File: src/rol_pkg.sv
// Shared types and constants for the reclaim order list.
`default_nettype none

package rol_pkg;

  localparam int ROL_ENTRIES = 128;

  typedef enum logic [2:0] {
    REQ_PLAIN   = 3'd0,
    REQ_MAPPED  = 3'd1,
    REQ_REQUEUE = 3'd2,
    REQ_UNREG   = 3'd3,
    REQ_POP     = 3'd4
  } rol_req_t;

  typedef enum logic [2:0] {
    ST_OK       = 3'd0,
    ST_INVALID  = 3'd1,
    ST_FULL     = 3'd2,
    ST_NOTFOUND = 3'd3,
    ST_NOTHING  = 3'd4
  } rol_status_t;

  typedef struct packed {
    logic [2:0]  req_type;
    logic [63:0] page_va;
    logic [46:0] user_addr;
    logic [51:0] root_table_addr;
    logic [3:0]  reclaim_order;
  } rol_in_t;

  typedef struct packed {
    logic [2:0]  status;
    logic [63:0] popped_page;
    logic [46:0] popped_user_addr;
    logic [51:0] popped_root_addr;
  } rol_out_t;

  typedef struct packed {
    logic [63:0] page;
    logic [46:0] user;
    logic [51:0] root;
  } rol_slot_t;

  typedef enum logic [2:0] {
    S_IDLE,
    S_DISPATCH,
    S_INS_WR,
    S_POP_WR,
    S_WALK,
    S_REL
  } rol_state_t;

  typedef enum logic [2:0] {
    OP_NONE,
    OP_WALK_INIT,
    OP_INS_COMMIT,
    OP_POP_COMMIT,
    OP_WALK_STEP,
    OP_UNLINK,
    OP_RELEASE
  } rol_op_t;

  typedef enum logic [1:0] {
    RD_FREE,
    RD_OLDEST,
    RD_NEXT
  } rol_rdsel_t;

  typedef struct packed {
    logic        ld_req;
    rol_rdsel_t  rd_sel;
    logic        data_we;
    rol_op_t     op;
    logic        finish;
    rol_status_t fin_status;
    logic        fin_pop;
  } rol_cmd_t;

  typedef struct packed {
    logic [2:0] req_type;
    logic       page_nz;
    logic       user_nz;
    logic       root_nz;
    logic       order_zero;
    logic       full;
    logic       empty;
    logic       hit;
    logic       walk_last;
    logic       pop_nz;
  } rol_stat_t;

endpackage

`default_nettype wire

File: src/rol_ctrl.sv
// Controller state machine sequencing each request of the reclaim order list.
`default_nettype none

module rol_ctrl import rol_pkg::*; (
  input  wire logic      clk,
  input  wire logic      rst_n,
  input  wire logic      start,
  input  wire rol_stat_t stat,
  output rol_cmd_t       cmd,
  output logic           busy
);

  rol_state_t state_r, state_nxt;

  always_ff @(posedge clk) begin
    if (!rst_n) begin
      state_r <= S_IDLE;
    end else begin
      state_r <= state_nxt;
    end
  end

  always_comb begin
    state_nxt      = state_r;
    cmd.ld_req     = 1'b0;
    cmd.rd_sel     = RD_FREE;
    cmd.data_we    = 1'b0;
    cmd.op         = OP_NONE;
    cmd.finish     = 1'b0;
    cmd.fin_status = ST_OK;
    cmd.fin_pop    = 1'b0;
    case (state_r)
      S_IDLE: begin
        if (start) begin
          cmd.ld_req = 1'b1;
          state_nxt  = S_DISPATCH;
        end
      end
      S_DISPATCH: begin
        state_nxt = S_IDLE;
        case (stat.req_type)
          REQ_PLAIN, REQ_MAPPED, REQ_REQUEUE: begin
            if ((stat.req_type == REQ_PLAIN && !stat.page_nz) ||
                (stat.req_type == REQ_MAPPED &&
                 !(stat.page_nz && stat.user_nz && stat.root_nz))) begin
              cmd.finish     = 1'b1;
              cmd.fin_status = ST_INVALID;
            end else if (stat.full) begin
              cmd.finish     = 1'b1;
              cmd.fin_status = ST_FULL;
            end else begin
              cmd.rd_sel  = RD_FREE;
              cmd.data_we = 1'b1;
              state_nxt   = S_INS_WR;
            end
          end
          REQ_UNREG: begin
            if (!stat.page_nz) begin
              cmd.finish     = 1'b1;
              cmd.fin_status = ST_INVALID;
            end else if (stat.empty) begin
              cmd.finish     = 1'b1;
              cmd.fin_status = ST_NOTFOUND;
            end else begin
              cmd.rd_sel = RD_OLDEST;
              cmd.op     = OP_WALK_INIT;
              state_nxt  = S_WALK;
            end
          end
          REQ_POP: begin
            if (!stat.order_zero || stat.empty) begin
              cmd.finish     = 1'b1;
              cmd.fin_status = ST_NOTHING;
            end else begin
              cmd.rd_sel = RD_OLDEST;
              state_nxt  = S_POP_WR;
            end
          end
          default: begin
            cmd.finish     = 1'b1;
            cmd.fin_status = ST_INVALID;
          end
        endcase
      end
      S_INS_WR: begin
        cmd.op     = OP_INS_COMMIT;
        cmd.finish = 1'b1;
        state_nxt  = S_IDLE;
      end
      S_POP_WR: begin
        cmd.op         = OP_POP_COMMIT;
        cmd.finish     = 1'b1;
        cmd.fin_status = stat.pop_nz ? ST_OK : ST_NOTHING;
        cmd.fin_pop    = stat.pop_nz;
        state_nxt      = S_IDLE;
      end
      S_WALK: begin
        if (stat.hit) begin
          cmd.op    = OP_UNLINK;
          state_nxt = S_REL;
        end else if (stat.walk_last) begin
          cmd.finish     = 1'b1;
          cmd.fin_status = ST_NOTFOUND;
          state_nxt      = S_IDLE;
        end else begin
          cmd.op     = OP_WALK_STEP;
          cmd.rd_sel = RD_NEXT;
        end
      end
      S_REL: begin
        cmd.op     = OP_RELEASE;
        cmd.finish = 1'b1;
        state_nxt  = S_IDLE;
      end
      default: begin
        state_nxt = S_IDLE;
      end
    endcase
  end

  assign busy = (state_r != S_IDLE);

endmodule

`default_nettype wire

File: config.mk
export PLATFORM = sky130hd
export DESIGN_NAME = rol_ctrl
export DESIGN_NICKNAME = d
export VERILOG_FILES = /design/src/rol_pkg.sv /design/src/rol_ctrl.sv
export SDC_FILE = /design/constraint.sdc
export NUM_CORES = 1
export LEC_CHECK = 0
export BUFFER_PORTS_ARGS = -buffer_cell sky130_fd_sc_hd__buf_2
export CELL_PAD_IN_SITES_DETAIL_PLACEMENT = 1
export CELL_PAD_IN_SITES_GLOBAL_PLACEMENT = 2
export CORE_UTILIZATION = 17
export DETAILED_ROUTE_END_ITERATION = 8
export PLACE_DENSITY = 0.69
export SETUP_SLACK_MARGIN = 0.5
export SLEW_MARGIN = 20
export SYNTH_ARGS = -nofsm -noshare
export SYNTH_HDL_FRONTEND = slang
export SYNTH_SLANG_ARGS = --single-unit
export TNS_END_PERCENT = 5
File: constraint.sdc
create_clock -name clk -period 1.4 [get_ports clk]
set_clock_uncertainty 0.1 [all_clocks]
set_input_delay 0.14 -clock clk [delete_from_list [all_inputs] [get_ports clk]]
set_output_delay 0.14 -clock clk [all_outputs]
set_load 0.05 [all_outputs]
==> flow_summary.yaml <==
route:
  wl_um: 1930
  ant_nets: 0
  via_per_inst: 4.66
  dr.pass1.iters: 4
  drc: 0
  drt-initial-drc-count: 6
  num_vias: 685
  avgRoutedWirePerCell_um: 13.1
timing:
  slew_violations: 0
  slew_headroom: 0.794
  max_freq_mhz: 610
  period_share: 1.17
  hold_violations: 0
  worst_slew_pin_slew_ns: 0.307
  worst_slack_ns: -0.238
  post-route-min-period_ns: 1.64
  whs_ns: 0.0646
  rsz0062_at_grt: "yes"
  setup_viol: 15
die:
  start_util: 0.186
  die-width_um: 52.1
  die_area_um2: 2710
  rows: 17
  io_pins: 28
  die_h_um: 52.1
  core-area_um2: 2300
clock_network:
  clock_path_buffers: 2
  clkTransAtPathRegs_ns: 0.04
  cts_buffers: 3
  root_buffer: "clkbuf_4"
  cts_max_level: 1
  cts_hold_buf: 0
  clock_latency_ns: 0.23
  cts_tree: "yes"
  cts.sinks: 3
status:
  violations: "setup timing"
  run_status: "finished with violations"
synth:
  synth_fp_nets: 76
  mappedNetlistArea_um2: 427
  ys.flop_type: "dfxtp_1"
  synth_area_per_cell_um2: 6.99
  async_flop_share: 0
  yosysWarningCount: 0
  synth-edff-count: 0
  ys_seq_area_frac: 0.141
  synth.top_cells.by_area: "dfxtp_1, nand2b_1, inv_1"
  synthCells: 61
  synth-seq-cells: 3
  synth.largest_area_cell: "dfxtp_1"
  synth_cell_types: 33
  yosysTopAreaCellShare: 0.141
finish:
  final_core_util: 0.472
  final_common_cell: "buf_4"
  insertedDiodeCount: 0
  synthToLayoutAreaGrowth_pct: 154
  fin_cells: 147
  final_cell_mix: "buf_4, buf_2, buf_6"
  reg_top3: "state_r: 3 flops"
  fillers: 278
  finalInstanceArea_um2: 1080
  nets: 135
  drive_above_1_share: 0.714
  top_register: "state_r"
  largest_reg_flops: 3
min_path:
  hold_path_class: "input port to flop"
  min_from: "rst_n"
  min_path_cells: 2
  hold_end: "state_r[2]"
place:
  dpl_worst_slack_ns: -0.274
  place_area_um2: 913
  gp_congestion: 0.768
  dp_hpwl_um: 1590
  placed_cells: 142
  numPortBuffers: 27
critical_path:
  r2r_end: "state_r[0]"
  crit_path_end_kind: "output pin"
  path_max_fanout: 5
  cp.required_ns: 1.16
  regToRegSetupSlack_ns: -0.09
  crit_type: "flop to output pin"
  crit_arrival_ns: 1.40
  rr_worst_depth: 4
  reg2reg_from: "state_r[1]"
  start_kind: "flop"
global_route:
  grt-ovfl-total: 0
  grt_pass1_wl_um: 3190
  grt_use_total: 0.158
  grt_max_degree: 7
  grt_pass1_vias: 710
  antenna_found_initial: 0
pwr:
  power_density_nw_per_um2: 482
  p_leak_nw: 0.484
  ir_drop_mv: 0.282
run:
  drv_cap: 0
[final cells by class]
type,count,area (µm²),share of cell area
repair buffers,55,453,0.418
well taps,28,35.0,0.0323
inverters,7,30.0,0.0277
flip-flops and latches,3,68.8,0.0634
clock buffers,4,26.3,0.0242
multi-input cells,50,472,0.435
[what timing repair did]
item / in CTS / in global routing
pin swaps: 7 / 1
setup endpoints to repair: 16 / 16
buffers inserted: 1 / 0
endpoints found under the hold margin: 0 / 0
resized for setup: 34 / 5
[metal layers]
layer / global-route usage / wire, µm
met1: 0.173 / 782
met5: 0 / 0
met2: 0.321 / 1090
met4: 0.0270 / 0
met3: 0.0175 / 61
[kinds of logic (layout without fill, tap and decap cells)]
logic type	Yosys count	count (layout)	share of synthesized area
simple gates	30	30	0.422
flops	3	3	0.141
buf+inv	8	66	0.0880
compound gates	20	20	0.349
[synth_stat cells, drive strengths merged, types with 2 or more instances]
library cell / instances
inv: 7
nand3: 2
nor2b: 3
o22ai: 2
o31ai: 2
nor3b: 2
nor2: 2
dfxtp: 3
o21ai: 3
nor3: 3
a21oi: 3
nand2b: 6
nand2: 6
[how the worst max path moves through the flow]
stage,startpoint,to,depth (start not counted)
2_1_floorplan,state_r[2],state_r[0],3
3_3_place_gp,stat[10],cmd[2],6
3_5_place_dp,stat[10],cmd[2],6
4_1_cts,state_r[2],cmd[4],4
5_1_grt,state_r[1],cmd[4],4
6_report,state_r[2],cmd[4],4
[critical path, cell delays in order, from the launching register on]
cell	delay, ns
dfxtp_4	0.36
nor4b_4	0.14
and2_1	0.14
a311o_2	0.37
buf_8	0.16
[through the flow]
stage	power [W]	setup TNS, ns
2_1_floorplan	0.000228	-0.216
3_3_place_gp	0.000325	-1.13
3_5_place_dp	0.000331	-1.43
4_1_cts	0.000527	-2.14
5_1_grt	0.000558	-2.70
6_report	0.000523	-1.85
[power breakdown]
group	internal, W	total [W]	switching [W]
Combinational	0.000128	0.000273	0.000145
Sequential	0.0000861	0.0000919	0.00000581
Clock	0.000107	0.000158	0.0000505
Total	0.000322	0.000523	0.000201
Note: power is estimated with default switching activity, not from simulation.
